[src/rtl/lhr_pkg.sv]
// ----------------------------------------------------------------------------
// lhr_pkg
// Shared types and constants of the largest histogram rectangle unit.
// ----------------------------------------------------------------------------
package lhr_pkg;

	localparam int HEIGHT_W = 16;
	localparam int AREA_W   = 26;
	localparam logic [AREA_W-1:0] AREA_MAX = {AREA_W{1'b1}};

	typedef enum logic [2:0] {
		ST_IDLE,
		ST_CMP,
		ST_LOAD,
		ST_FLUSH,
		ST_FLOAD,
		ST_DRAIN
	} state_t;

	// Commands from the controller to the datapath.
	typedef struct packed {
		logic accept;
		logic push;
		logic pop;
		logic load_top;
		logic emit;
	} cmd_t;

	// Status from the datapath to the controller.
	typedef struct packed {
		logic full;
		logic depth_zero;
		logic depth_one;
		logic top_ge;
		logic cur_last;
		logic pipe_busy;
		logic out_free;
	} sts_t;

endpackage

[src/rtl/lhr_ctrl.sv]
// ----------------------------------------------------------------------------
// lhr_ctrl
// Sequencer for bar acceptance, stack pops and pushes, flush and result.
// ----------------------------------------------------------------------------
module lhr_ctrl (
	input  logic           clk,
	input  logic           arst_n,
	input  logic           in_valid,
	input  logic           last_bar,
	output logic           in_stall,
	input  lhr_pkg::sts_t  sts,
	output lhr_pkg::cmd_t  cmd
);

	lhr_pkg::state_t state_q, state_d;

	always_ff @(posedge clk or negedge arst_n) begin
		if (!arst_n) begin
			state_q <= lhr_pkg::ST_IDLE;
		end else begin
			state_q <= state_d;
		end
	end

	always_comb begin
		state_d  = state_q;
		cmd      = '0;
		in_stall = 1'b1;
		unique case (state_q)
			lhr_pkg::ST_IDLE: begin
				in_stall = 1'b0;
				if (in_valid) begin
					cmd.accept = 1'b1;
					// A bar beyond the capacity is dropped, but its last flag still counts.
					if (!sts.full) begin
						state_d = lhr_pkg::ST_CMP;
					end else if (last_bar) begin
						state_d = lhr_pkg::ST_FLUSH;
					end
				end
			end
			lhr_pkg::ST_CMP: begin
				if (!sts.depth_zero && sts.top_ge) begin
					cmd.pop = 1'b1;
					state_d = sts.depth_one ? lhr_pkg::ST_CMP : lhr_pkg::ST_LOAD;
				end else begin
					cmd.push = 1'b1;
					state_d = sts.cur_last ? lhr_pkg::ST_FLUSH : lhr_pkg::ST_IDLE;
				end
			end
			lhr_pkg::ST_LOAD: begin
				cmd.load_top = 1'b1;
				state_d      = lhr_pkg::ST_CMP;
			end
			lhr_pkg::ST_FLUSH: begin
				if (sts.depth_zero) begin
					state_d = lhr_pkg::ST_DRAIN;
				end else begin
					cmd.pop = 1'b1;
					state_d = sts.depth_one ? lhr_pkg::ST_FLUSH : lhr_pkg::ST_FLOAD;
				end
			end
			lhr_pkg::ST_FLOAD: begin
				cmd.load_top = 1'b1;
				state_d      = lhr_pkg::ST_FLUSH;
			end
			lhr_pkg::ST_DRAIN: begin
				if (!sts.pipe_busy && sts.out_free) begin
					cmd.emit = 1'b1;
					state_d  = lhr_pkg::ST_IDLE;
				end
			end
			default: begin
				state_d = lhr_pkg::ST_IDLE;
			end
		endcase
	end

endmodule

[config.mk]
export PLATFORM = sky130hd
export DESIGN_NAME = lhr_ctrl
export DESIGN_NICKNAME = d
export VERILOG_FILES = /design/src/rtl/lhr_pkg.sv /design/src/rtl/lhr_ctrl.sv
export SDC_FILE = /design/constraint.sdc
export NUM_CORES = 1
export LEC_CHECK = 0
export BUFFER_PORTS_ARGS = -buffer_cell sky130_fd_sc_hd__buf_2
export CAP_MARGIN = 5
export CORE_AREA = 2 2 39 41
export DETAILED_ROUTE_END_ITERATION = 16
export DIE_AREA = 0 0 41 43
export GPL_ROUTABILITY_DRIVEN = 0
export PLACE_DENSITY = 0.42
export SLEW_MARGIN = 20
export SYNTH_ARGS = -nofsm -noshare
export SYNTH_HDL_FRONTEND = slang
export SYNTH_SLANG_ARGS = --single-unit
export TNS_END_PERCENT = 50
[constraint.sdc]
create_clock -name clk -period 1.9 [get_ports clk]
set_clock_uncertainty 0.15 [all_clocks]
set_input_delay 0.38 -clock clk [delete_from_list [all_inputs] [get_ports clk]]
set_output_delay 0.38 -clock clk [all_outputs]
set_load 0.03 [all_outputs]
==> results.yml <==
timing:
  worstMarginPinSlew_ns: 0.2256
  hold_viol_final: 0
  fin_crit_ns: 1.817
  timing.setup.tns_ns: 0
  setup_ws_ns: 0.08265
  maxSlewViolCount: 0
  setup_viol: 0
  max_slew_margin: 0.8480
  rsz0062_at_grt: "no"
  fmax_mhz: 550.3
  fin_crit_sh: 0.9565
flow_run:
  drv_cap: 0
power:
  p_leak_nw: 0.2223
  power_frac_seq: 0.160
  clock_power_share: 0.148
  peakVddDrop_v: 0.0003562
  power.internal_mw: 0.3980
  switching_share: 0.4725
  p_per_area_nw_per_um2: 1689
  p_total_mw: 0.7544
  pwr-share-comb: 0.692
  p_switching_mw: 0.3565
drt:
  drtAntennaViolNets: 0
  drc: 0
  drt_iter0_markers: 4
  dr.pass1.iters: 4
  via_per_inst: 4.321
  avgRoutedWirePerCell_um: 9.128
  routed_wl_um: 712
  via_count: 337
worst_setup_path:
  crit_type: "register to output pin"
  r2r_start: "state_q[2]$_DFFE_PN0P_"
  cp_data_arrival_time_ns: 1.29
  cp-end-kind: "output pin"
  critPathMaxFanout: 3
  critical_path_required_ns: 1.37
  worstSetupStartpoint: "state_q[2]$_DFFE_PN0P_"
  cp-start-kind: "register"
clock_network:
  clk_pin_slew_worst_paths_ns: 0.04
  clockBufferDepth: 2
  cts_buffers: 3
  h-tree-depth: 1
  clock_latency_ns: 0.23
  cts_root_buf: "clkbuf_4"
  cts.sinks: 3
  cts_tree: "done"
global_route:
  grt_pass1_vias: 327
  grt_max_degree: 12
  grt_pass1_wl_um: 1179
  grtUsageTotal: 0.1006
  antenna_found_initial: 0
  grt_overflow: 0
layout:
  top_register: "state_q"
  top_regs: "state_q: 3 flops"
  diodes: 0
  drive_gt1_frac: 0.4355
  syn_to_final_growth_pct: 51.91
  largest_reg_flops: 3
  fin_nets: 74
floorplan:
  pin_count: 17
  coreArea_um2: 1384
  die_y_um: 43
  fp.dieW_um: 41
  rows: 14
  start_util: 0.2125
  dieArea_um2: 1763
synthesis:
  syn_avg_cell_area_um2: 7.351
  synth_common_cells: "nor2_1, nand2_1, dfrtp_1"
  synth_edf_count: 0
  synth_area_leaders: "dfrtp_1, nor2_1, nand4b_1, nand2_1, nand2b_1"
  synth_seq_area_share: 0.2553
  async_flop_share: 1.000
  yosys_warnings: 0
  ys_ff_latch: 3
  yosysUniqueCellTypes: 22
  yosysTopAreaCell: "dfrtp_1"
  synth-main-ff-cell: "dfrtp_1"
  syn_inst: 40
  synth_nets: 51
  syn_area_um2: 294.0
  yosysMostFrequentCell: "nor2_1"
  yosys.area.top_type_share: 0.2553
worst_hold_path:
  hp-start: "sts[0]"
  min_path_type: "primary input to register"
placed_design:
  dp_slack_ns: 0.2444
  dp_hpwl_um: 527.7
  port_buffers: 16
status:
  status: "complete, no violations"
-- per-layer routing --
| layer | GRT usage | up-vias | part of all wire |
|---|---|---|---|
| li1 | - | 180 | - |
| met3 | 0.01571 | 0 | 0.044 |
| met2 | 0.1594 | 10 | 0.55 |
| met4 | 0.08000 | 0 | 0 |
| met5 | 0 | - | 0 |
| met1 | 0.1100 | 147 | 0.41 |
-- critical path, cell delays in order (launching register included) --
cell and delay, ns:
dfrtp_1 0.37, or3_4 0.40, nor2_1 0.10, clkbuf_4 0.19
-- path summary, 6_finish.rpt --
kind	end	slack [ns]	cells after the start
max in group asynchronous	state_q[0]$_DFFE_PN0P_	1.16	2
worst max-delay path	cmd[4]	0.08	3
min in group asynchronous	state_q[2]$_DFFE_PN0P_	0.32	2
worst max register to register	state_q[1]$_DFFE_PN0P_	0.49	5
worst min register to register	state_q[1]$_DFFE_PN0P_	0.52	3
worst min-delay path	state_q[2]$_DFFE_PN0P_	0.30	4
-- stage by stage --
| step | hold WS [ns] | utilization | cells | cell area [µm²] |
|---|---|---|---|---|
| after global routing | 0.3144 | 0.3228 | 78 | 446.7 |
| after global placement | 0.02722 | 0.2830 | 71 | 391.6 |
| after detailed placement | 0.02723 | 0.2830 | 71 | 391.6 |
| after CTS | 0.3015 | 0.3101 | 76 | 429.2 |
| after floorplan | -0.06559 | - | 40 | 300.3 |
| final | 0.2999 | 0.3228 | 78 | 446.7 |
-- repair_timing --
item	4_1_cts	5_1_grt
setup buffers	0	2
resized for setup	1	1
pin swaps	0	0
hold buffers	1	0
hold endpoints to repair	3	0
endpoints found under the setup margin	1	2
-- layout by cell type, fill, tap and decap left out, types with 2 or more instances in the layout --
cell type	instances
nand2_1	4
nor2_1	8
inv_1	2
nand2b_1	2
nor2b_1	2
nand4b_1	2
a21oi_1	2
clkbuf_4	4
o21ai_0	2
buf_2	15
buf_4	4
dfrtp_1	2
-- power groups by stage --
stage,combinational [mW],clock (mW),sequential (mW)
3_3_place_gp,0.475,0,0.134
5_1_grt,0.580,0.125,0.128
4_1_cts,0.476,0.113,0.137
2_1_floorplan,0.406,0,0.108
3_5_place_dp,0.474,0,0.135
6_report,0.522,0.111,0.121
-- kinds of logic after synthesis --
kind of cell / synth area share
buffers and inverters: 0.1064
xor gates and xnor gates: 0.02979
and+or+nand+nor: 0.3830
DFF: 0.2553
AOI/OAI and AO/OA: 0.2256
-- area by class of cell --
class                           instances  area, µm²
Multi-Input combinational cell         32      193.9
Tap cell                               16      20.02
Inverter                                2      7.507
Fill cell                             159      937.1
Timing Repair Buffer                   21      122.6
Sequential cell                         3      76.32
Clock buffer                            4      26.28
Power figures use the tool's default switching activity.
